**config.mk**
```make
export PLATFORM = sky130hd
export DESIGN_NAME = osm_cell
export DESIGN_NICKNAME = d
export VERILOG_FILES = /design/src/hw/rtl/osm_pkg.sv /design/src/hw/rtl/osm_cell.sv
export SDC_FILE = /design/constraint.sdc
export NUM_CORES = 1
export LEC_CHECK = 0
export BUFFER_PORTS_ARGS = -buffer_cell sky130_fd_sc_hd__clkbuf_2
export CAP_MARGIN = 20
export CORE_MARGIN = 10
export CORE_UTILIZATION = 39
export CTS_BUF_LIST = sky130_fd_sc_hd__clkbuf_8 sky130_fd_sc_hd__clkbuf_16
export DETAILED_ROUTE_END_ITERATION = 16
export PLACE_DENSITY = 0.83
export SETUP_SLACK_MARGIN = 0.1
export SYNTH_ARGS = -nofsm -noshare
export SYNTH_HDL_FRONTEND = slang
export SYNTH_SLANG_ARGS = --single-unit
export TNS_END_PERCENT = 20
```
**constraint.sdc**
```tcl
create_clock -name clk -period 8.6 [get_ports clk]
set_clock_uncertainty 0.1 [all_clocks]
set_input_delay 0.86 -clock clk [delete_from_list [all_inputs] [get_ports clk]]
set_output_delay 0.86 -clock clk [all_outputs]
set_load 0.03 [all_outputs]
```
**src/hw/rtl/osm_pkg.sv**
```systemverilog
// ----------------------------------------------------------------------------
// osm_pkg: shared types and codes for the order statistic multiset
// Operation and status codes, the per-cell command and the tree step.
// ----------------------------------------------------------------------------
package osm_pkg;

  // Default number of values the store can hold
  localparam int CAPACITY_DEF = 1024;

  // Levels of the reduction tree between two register ranks
  localparam int TREE_STEP = 3;

  // Operation codes carried by in_kind
  localparam logic [1:0] KIND_INSERT = 2'd0;
  localparam logic [1:0] KIND_REMOVE = 2'd1;
  localparam logic [1:0] KIND_QUERY  = 2'd2;

  // Status codes reported on out_status
  localparam logic [1:0] STAT_OK       = 2'd0;
  localparam logic [1:0] STAT_FULL     = 2'd1;
  localparam logic [1:0] STAT_NOTFOUND = 2'd2;
  localparam logic [1:0] STAT_RANGE    = 2'd3;

  // Update a cell applies at the end of the current cycle
  typedef enum logic [1:0] {
    CELL_HOLD,
    CELL_INSERT,
    CELL_REMOVE
  } cell_op_t;

  // Command broadcast from the sequencer to every cell
  typedef struct packed {
    cell_op_t           op;
    logic signed [31:0] val;
    logic               query;
    logic               rank_ok;
  } cell_ctrl_t;

endpackage

```
**src/hw/rtl/osm_cell.sv**
```systemverilog
// ----------------------------------------------------------------------------
// osm_cell: one slot of the sorted value chain
// Holds one value, compares it with the broadcast operand and shifts toward
// its right neighbor on insert or takes the right neighbor's value on remove.
// ----------------------------------------------------------------------------
module osm_cell #(
  parameter int IW  = 10,
  parameter int CW  = 11,
  parameter int IDX = 0
) (
  input  logic                    clk,
  input  osm_pkg::cell_ctrl_t     ctrl,
  input  logic [CW-1:0]           count,
  input  logic [IW-1:0]           qidx,
  input  logic signed [31:0]      left_v,
  input  logic                    left_gt,
  input  logic signed [31:0]      right_v,
  output logic signed [31:0]      v,
  output logic                    gt,
  output logic [32:0]             leaf
);

  logic signed [31:0] v_r;
  logic signed [31:0] v_nxt;
  logic               in_use;
  logic               at_tail;
  logic               ge;
  logic               eq;
  logic               sel;

  // Slot position against the fill level
  assign in_use  = CW'(IDX) < count;
  assign at_tail = CW'(IDX) == count;

  // Signed compares against the operand
  assign gt = in_use && (v_r > ctrl.val);
  assign ge = in_use && (v_r >= ctrl.val);
  assign eq = in_use && (v_r == ctrl.val);

  // Query select and tree leaf: hit flag over data
  assign sel  = ctrl.rank_ok && (qidx == IW'(IDX));
  assign leaf = ctrl.query ? {sel, (sel ? v_r : 32'sd0)} : {eq, 32'd0};

  assign v = v_r;

  // Next slot value
  always_comb begin
    v_nxt = v_r;
    case (ctrl.op)
      osm_pkg::CELL_INSERT: begin
        if (in_use || at_tail) begin
          if (left_gt) begin
            v_nxt = left_v;
          end else if (gt || at_tail) begin
            v_nxt = ctrl.val;
          end
        end
      end
      osm_pkg::CELL_REMOVE: begin
        if (ge) begin
          v_nxt = right_v;
        end
      end
      default: v_nxt = v_r;
    endcase
  end

  always_ff @(posedge clk) begin
    v_r <= v_nxt;
  end

endmodule

```
==> results of run 1 <==
==> cells by family after synthesis <==
kind of cell / count (synthesis) / share of synthesized area (%)
compound gates: 62 / 13.2
fa+ha+maj: 32 / 14.4
buf+inv: 47 / 6.36
flops: 32 / 34.6
mux: 32 / 11.5
simple gates: 103 / 19.8
==> per-layer routing <==
metal  up-vias  wire, um
met3        11       803
li1       1462         -
met1      1343      3840
met4         0       101
met5         -         0
met2       128      4860
==> report_power, final <==
part	total [mW]	internal (mW)	switching, mW
logic	0.191	0.0747	0.117
registers	0.216	0.200	0.0161
clock network	0.142	0.0848	0.0570
==> cell type report <==
type | instances | area share [%]
repair buffers | 191 | 25.1
clock buffers | 5 | 1.74
flip-flops and latches | 32 | 24.2
inverters | 34 | 3.22
clock inverters | 3 | 0.978
well taps | 96 | 3.03
multi-input cells | 229 | 41.7
==> stage by stage <==
stage | std cells | power [mW] | cell area, sq um
2_1_floorplan | 308 | 0.329 | 2770
5_1_grt | 590 | 0.585 | 3970
3_5_place_dp | 580 | 0.407 | 3810
4_1_cts | 588 | 0.550 | 3920
6_report | 590 | 0.549 | 3970
3_3_place_gp | 580 | 0.399 | 3810
==> layout by cell type, fill, tap and decap left out, drive strengths merged <==
| cell | netlist | routed |
|---|---|---|
| clkinv | 0 | 1 |
| nor4 | 4 | 4 |
| a21oi | 12 | 12 |
| nand4 | 8 | 8 |
| o21ai | 38 | 38 |
| mux2i | 32 | 32 |
| ha | 32 | 32 |
| a31oi | 2 | 2 |
| a211oi | 2 | 2 |
| a221oi | 1 | 1 |
| inv | 34 | 35 |
| nand2 | 40 | 40 |
| and3 | 1 | 1 |
| o211ai | 3 | 3 |
| a21o | 3 | 3 |
| buf | 0 | 3 |
| clkbuf | 13 | 193 |
| and2 | 32 | 32 |
| nor4b | 2 | 2 |
| nand3 | 2 | 2 |
| nand2b | 2 | 2 |
| or4 | 2 | 2 |
| nor3 | 2 | 2 |
| nor2 | 6 | 6 |
| edfxtp | 32 | 32 |
| bufinv | 0 | 1 |
| nor2b | 1 | 1 |
| nor3b | 1 | 1 |
| o211a | 1 | 1 |
==> worst reg2reg max path: stages (launching register included) <==
cell      delay [ps]
edfxtp_1         430
ha_1             340
nand4_1          150
or4_4            570
a21o_1           210
a31oi_4          210
o21ai_2          120
o211ai_4         500
buf_16           240
==> worst paths after layout <==
check,endpoint,slack [ps],start,depth (start not counted)
setup / recovery,gt,4660,ctrl[16],10
hold / removal,v[11]$_DFFE_PP_,750,right_v[11],3
setup reg to reg,v[15]$_DFFE_PP_,5430,v[14]$_DFFE_PP_,8
hold reg to reg,v[2]$_DFFE_PP_,1140,v[31]$_DFFE_PP_,4
==> impl_metrics.toml, run 1 <==
[final_layout]
multiInputGateArea_sq_mm = 0.00165
drive_gt1_share_pct = 41.7
layout.nets = 648
antennaDiodeCount = 0
fillers = 607
syn2layout_area_growth_pct = 42.9
register_area_sq_um = 961
largest_register_ffs = 32
final_core_util_pct = 57.7

[global_routing]
grtUsageMet1_pct = 18.1
met3_usage_pct = 5.95
grtUsageMet2_pct = 30.6
grt_use_total_pct = 16.8
grt_pass1_wl_mm = 15.4
grt_overflow_total = 0
grt_busiest_layer = "met2"
grt_max_degree = 65
antenna_found_initial = 0
grt_pass1_vias = 3248

[sta]
hold_viol_final = 0
min_period_over_period_pct = 45.9
max_freq_ghz = 0.254
tightest_slew_ps = 982
maxSlewHeadroom_pct = 34.6
timing.hold.ws_ps = 753
setup_viol = 0
fin_crit_ps = 3940
setup_tns_ps = 0
drv_slew = 0
rsz0062_at_grt = "false"
layout_setup_ws_ps = 4660

[clocking]
clock_latency_ps = 280
cts_setup_buffers = 0
clk_pin_slew_worst_paths_ps = 70
ctsHoldBuffers = 0
clock-sinks = 32
cts_tree = "done"
cts_buffers = 5
cts-root-buf = "clkbuf_8"
cts_resized = 0
h-tree-depth = 2
clock_path_buffers = 2

[logic_synthesis]
yosysTopAreaCell = "edfxtp_1"
ys_ff_latch = 32
synth_area_per_cell_sq_um = 9.01
netlist_area_sq_mm = 0.00277
postSynth.asyncResetShare_pct = 0
syn_inst = 308
synthTopCellsByArea = "edfxtp_1 35%, ha_1 14%, mux2i_1 12%"
synth.most_common_cell = "nand2_1"
yosys-top-cells-count = "40 x nand2_1, 37 x o21ai_0, 34 x inv_1"
ys_seq_area_share_pct = 34.6
synthFlopType = "edfxtp_1"
synth_top_area_share_pct = 34.6
syn_nets = 463
yosysUniqueCellTypes = 29
synth-edff-count = 32
yosysWarnings = 0

[die]
rows = 30
dieArea_sq_mm = 0.0109
die_y_um = 104
die_w_um = 104
ios = 189
start_util_pct = 40.4
coreArea_sq_mm = 0.00687

[drt]
viasPerCell = 4.99
dr.pass1.iters = 4
wire_per_inst_um = 16.3
drtIter0Drc = 99
via_count = 2944
wl_mm = 9.61
drc = 0
ant_nets = 0

[placement]
dp_hpwl_mm = 8.09
place.gp.congestion = 0.780
pre_cts_ws_ps = 4590
port_buffers = 188

[setup_path]
crit_family = "simple AND/OR/NAND/NOR gates"
slowest_stage = "or4_4"
cp_num_buf_inv = 3
crit_path_frequent_cell = "clkbuf_2"
criticalPathCategory = "input pin to primary output"
cp_slowest_stage_delay_ps = 570
path_cells = "clkbuf_2 > inv_1 > ha_1 > nand4_1 > or4_4 > a21o_1 > a31oi_4 > o21ai_2 > nor3_2 > clkbuf_2"
arrival_ps = 2980
endpoint_kind = "primary output"
worst_setup_path_start_kind = "input pin"
critPathRequiredTime_ps = 7640
path_max_fanout = 3

[pwr]
ir_drop_mv = 0.0630
p_leak_nw = 2.12
powerDensity_mw_per_mm2 = 138

[outcome]
status = "finished, final reports clean"

[flow_run]
cap_violations = 0

[hold_path]
hp-class = "input pin to register"
Power figures use the tool's default switching activity.
==> run 2: changes to the inputs <==
- clock period: 8.6 -> 3.65 ns (I/O delays scaled with it)
==> run 2 against run 1 <==
  * Clock power is 80% higher
  * Sequential share of layout area grew 0.31 points
  * Register-to-register slack got worse by 4800 ps
  * First-iteration DRC count shrank 47%
  * Critical path type is now register to primary output
  * Largest power group unchanged
==> impl_metrics.toml, run 2 (synthesis results as in run 1) <==
[sta]
setup_tns_ps = 0
maxSlewHeadroom_pct = 35.9
fin_crit_ps = 3200
tightest_slew_ps = 961
drv_slew = 0
hold_viol_final = 0
min_period_over_period_pct = 87.7
max_freq_ghz = 0.312
layout_setup_ws_ps = 448
rsz0062_at_grt = "false"
setup_viol = 0

[pwr]
power_frac_seq_pct = 42.0
powerDensity_mw_per_mm2 = 308
swShare_pct = 36.5
p_total_mw = 1.21
p_int_uw = 767
ir_drop_mv = 0.194
clockPowerShare_pct = 21.2
p_leak_nw = 2.10
p_comb_share_pct = 36.8
p_sw_uw = 441

[setup_path]
rr_startpoint = "v[14]$_DFFE_PP_"
worst_setup_path_start_kind = "register"
path_cells = "ha_1 > nand4_1 > or4_4 > a21o_1 > a31oi_4 > o21ai_2 > nor3_2 > clkbuf_2"
reg2reg_depth = 8
crit_end = "gt"
startpoint = "v[14]$_DFFE_PP_"
cp_slowest_stage_delay_ps = 580
endpoint_kind = "primary output"
path_max_fanout = 3
r2r_setup_slack_ps = 590
criticalPathCategory = "register to primary output"
crit_family = "simple AND/OR/NAND/NOR gates"
critPathRequiredTime_ps = 3180
cp_num_buf_inv = 1
reg2reg_to = "v[1]$_DFFE_PP_"
crit_cells = 8
slowest_stage = "or4_4"
arrival_ps = 2740

[clocking]
clk_pin_slew_worst_paths_ps = 70
clock_path_buffers = 2
cts_resized = 0
clock-sinks = 32
cts-root-buf = "clkbuf_8"
h-tree-depth = 2
cts_buffers = 5
cts_tree = "done"
ctsHoldBuffers = 0
clock_latency_ps = 280
cts_setup_buffers = 0

[placement]
dp_hpwl_mm = 8.01
pre_cts_ws_ps = 502
place.gp.congestion = 0.780
port_buffers = 188

[die]
ios = 189
dieArea_sq_mm = 0.0109
start_util_pct = 40.4
rows = 30
die_w_um = 104
die_y_um = 104
coreArea_sq_mm = 0.00687

[flow_run]
cap_violations = 0

[global_routing]
grt_pass1_wl_mm = 15.4
grt_use_total_pct = 16.7
antenna_found_initial = 0
grt_overflow_total = 0
grt_max_degree = 65
grt_pass1_vias = 3224

[drt]
drtIter0Drc = 52
viasPerCell = 4.95
via_count = 2914
drc = 0
wl_mm = 9.53
ant_nets = 0
wire_per_inst_um = 16.2
dr.pass1.iters = 4

[outcome]
status = "finished, final reports clean"

[hold_path]
hp-class = "input pin to register"
whs_path_depth = 3

[final_layout]
fillers = 620
drive_gt1_share_pct = 41.6
layout_commonest_cell = "clkbuf_2"
syn2layout_area_growth_pct = 41.1
mostFrequentLayoutCells = "188 x clkbuf_2, 40 x nand2_1, 37 x o21ai_0, 35 x inv_1"
layout.nets = 648
antennaDiodeCount = 0
largest_register_ffs = 32
==> run 2: cell count changes in the layout (fill, tap and decap cells not counted), sizes merged <==
cell / change
bufinv: -1
==> run 2: final cells by class <==
class	count	area, sq um	area share, %
flip-flops and latches	32	961	24.5
clock buffers	5	68.8	1.76
repair buffers	191	976	24.9
multi-input cells	229	1650	42.2
clock inverters	2	8.76	0.224
inverters	34	128	3.26
well taps	96	120	3.07
==> run 2: per-layer routing <==
metal  vias to the layer above  GRT usage (%)  part of all wire [%]
li1                       1460              -                     -
met1                      1309           18.5                    40
met2                       133           29.5                    50
met3                        12           6.26                   8.4
met4                         0           3.98                   1.3
met5                         -              0                     0
==> run 2: metrics by stage <==
stage	hold slack (ps)	instances	utilization [%]	cell area (sq um)
global placement	542	581	55.6	3820
floorplan	452	308	-	2770
CTS	260	588	56.7	3890
global route	258	589	57.0	3920
finish	262	589	57.0	3920
detailed placement	552	581	55.6	3820
==> run 2: worst min-delay path, stage by stage <==
cell,delay (ps)
clkbuf_2,80
nand2_1,40
o21ai_0,50
==> run 2: power groups by stage <==
stage          clock (mW)  sequential [mW]  combinational, mW
6_report            0.256            0.507              0.445
5_1_grt             0.283            0.515              0.493
4_1_cts             0.263            0.508              0.448
3_5_place_dp            0            0.515              0.446
3_3_place_gp            0            0.512              0.430
2_1_floorplan           0            0.595              0.180
==> run 2: how the worst min path moves through the flow <==
stage                start         endpoint  slack, ps
2_1_floorplan   right_v[0]   v[0]$_DFFE_PP_        450
3_3_place_gp    right_v[8]   v[8]$_DFFE_PP_        540
3_5_place_dp   right_v[27]  v[27]$_DFFE_PP_        550
4_1_cts        right_v[11]  v[11]$_DFFE_PP_        260
5_1_grt        right_v[20]  v[20]$_DFFE_PP_        260
6_report       right_v[20]  v[20]$_DFFE_PP_        260
==> run 3: changes to the inputs <==
- CORE_UTILIZATION: 39 -> 35
- PLACE_DENSITY: 0.83 -> 0.76
==> run 3 against run 2 <==
  * Sequential share of layout area is essentially flat
  * Wire length grew 0.62%
  * Non-clock buffer count is the same
  * Critical path depth is the same
  * Cell area shrank 0.13%
  * Utilization shrank 6.4 points
  * Register-to-register slack is essentially flat
  * Count of clock-buffer cells in the layout is the same
  * Global-route usage shrank 1.7 points
  * Sequential cell count is the same
  * Cell count grew 1.0%
  * Fmax grew 2.7%
  * Highest routed layer unchanged
==> impl_metrics.toml, run 3 (synthesis results as in run 1) <==
[die]
start_util_pct = 35.9
die_y_um = 109
coreArea_sq_mm = 0.00773
dieArea_sq_mm = 0.0119
die_w_um = 109
rows = 32
ios = 189

[drt]
dr.pass1.iters = 4
viasPerCell = 4.84
ant_nets = 0
via_count = 2881
drtIter0Drc = 77
wire_per_inst_um = 16.1
wl_mm = 9.59
drc = 0

[outcome]
status = "finished, final reports clean"

[final_layout]
mostFrequentLayoutCells = "188 x clkbuf_2, 40 x nand2_1, 37 x o21ai_0, 35 x inv_1"
drive_gt1_share_pct = 41.6
register_area_sq_um = 961
multiInputGateArea_sq_mm = 0.00165
layout.nets = 648
layout_commonest_cell = "clkbuf_2"
final_core_util_pct = 50.6
fin_cells = 595
largest_register_ffs = 32
syn2layout_area_growth_pct = 41.0
fillers = 759
final_area_sq_mm = 0.00391
antennaDiodeCount = 0

[sta]
setup_tns_ps = 0
timing.hold.ws_ps = 258
min_period_over_period_pct = 85.4
max_freq_ghz = 0.321
hold_viol_final = 0
rsz0062_at_grt = "false"
maxSlewHeadroom_pct = 32.3
fin_crit_ps = 3120
drv_slew = 0
setup_viol = 0
tightest_slew_ps = 1020

[setup_path]
reg2reg_depth = 7
path_max_fanout = 3
criticalPathCategory = "register to primary output"
arrival_ps = 2650
reg2reg_to = "v[2]$_DFFE_PP_"
startpoint = "v[14]$_DFFE_PP_"
endpoint_kind = "primary output"
r2r_setup_slack_ps = 600
rr_startpoint = "v[30]$_DFFE_PP_"
critPathRequiredTime_ps = 3180
worst_setup_path_start_kind = "register"

[hold_path]
hold_path_end = "v[8]$_DFFE_PP_"
hold_start = "right_v[8]"
hp-class = "input pin to register"
whs_path_depth = 3

[placement]
place.gp.congestion = 0.849
placed_area_sq_mm = 0.00383
port_buffers = 188
dp_hpwl_mm = 8.19
dp.cells = 588

[global_routing]
grt_use_total_pct = 15.1
grt_max_degree = 36
grt_pass1_wl_mm = 14.6
antenna_found_initial = 0
grt_overflow_total = 0
grt_pass1_vias = 3239

[clocking]
clock-sinks = 32
cts_setup_buffers = 0
ctsHoldBuffers = 0
cts_buffers = 5
clock_path_buffers = 2
clk_pin_slew_worst_paths_ps = 70
h-tree-depth = 2
cts-root-buf = "clkbuf_8"
cts_resized = 0
cts_tree = "done"
clock_latency_ps = 280

[pwr]
ir_drop_mv = 0.165
p_leak_nw = 2.10
powerDensity_mw_per_mm2 = 307

[flow_run]
cap_violations = 0
==> run 3: power breakdown <==
group,internal [mW],total [mW],switching [mW],leakage [nW]
sequential,0.471,0.507,0.0365,0.310
combinational,0.167,0.440,0.273,1.74
clock,0.127,0.251,0.125,0.0452
total,0.765,1.20,0.434,2.10
==> run 3: cell type report <==
| cell class | instances | share of cell area (%) |
|---|---|---|
| Sequential cell | 32 | 24.6 |
| Timing Repair Buffer | 191 | 24.6 |
| Clock inverter | 2 | 0.224 |
| Multi-Input combinational cell | 229 | 42.3 |
| Clock buffer | 5 | 1.76 |
| Inverter | 34 | 3.26 |
| Tap cell | 102 | 3.26 |
==> run 3: how the worst max path moves through the flow <==
stage                                  to  slack (ps)  cells after the start
final                                  gt         530                      8
after global routing                   gt         390                      8
after CTS                              gt         490                      8
after detailed placement  v[13]$_DFFE_PP_         510                     10
after global placement    v[17]$_DFFE_PP_         570                      9
after floorplan            v[0]$_DFFE_PP_         190                      7
==> run 3: layer usage <==
metal  GRT usage, %  routed length, um
met4           3.30                 75
met5              0                  0
met1           15.3               3670
met3           5.66                996
met2           28.4               4850
==> run 3: stage by stage <==
step           setup WS (ps)  total power, mW
5_1_grt                  394             1.28
6_report                 533             1.20
4_1_cts                  485             1.22
3_3_place_gp             572            0.945
3_5_place_dp             512            0.962
2_1_floorplan            191            0.776
==> run 3: worst max-delay path, stage by stage (launching register included) <==
cell,delay [ps]
edfxtp_1,420
ha_1,350
nand4_1,150
or4_4,580
a21o_1,200
a31oi_4,180
o21ai_2,110
nor3_2,170
clkbuf_2,230
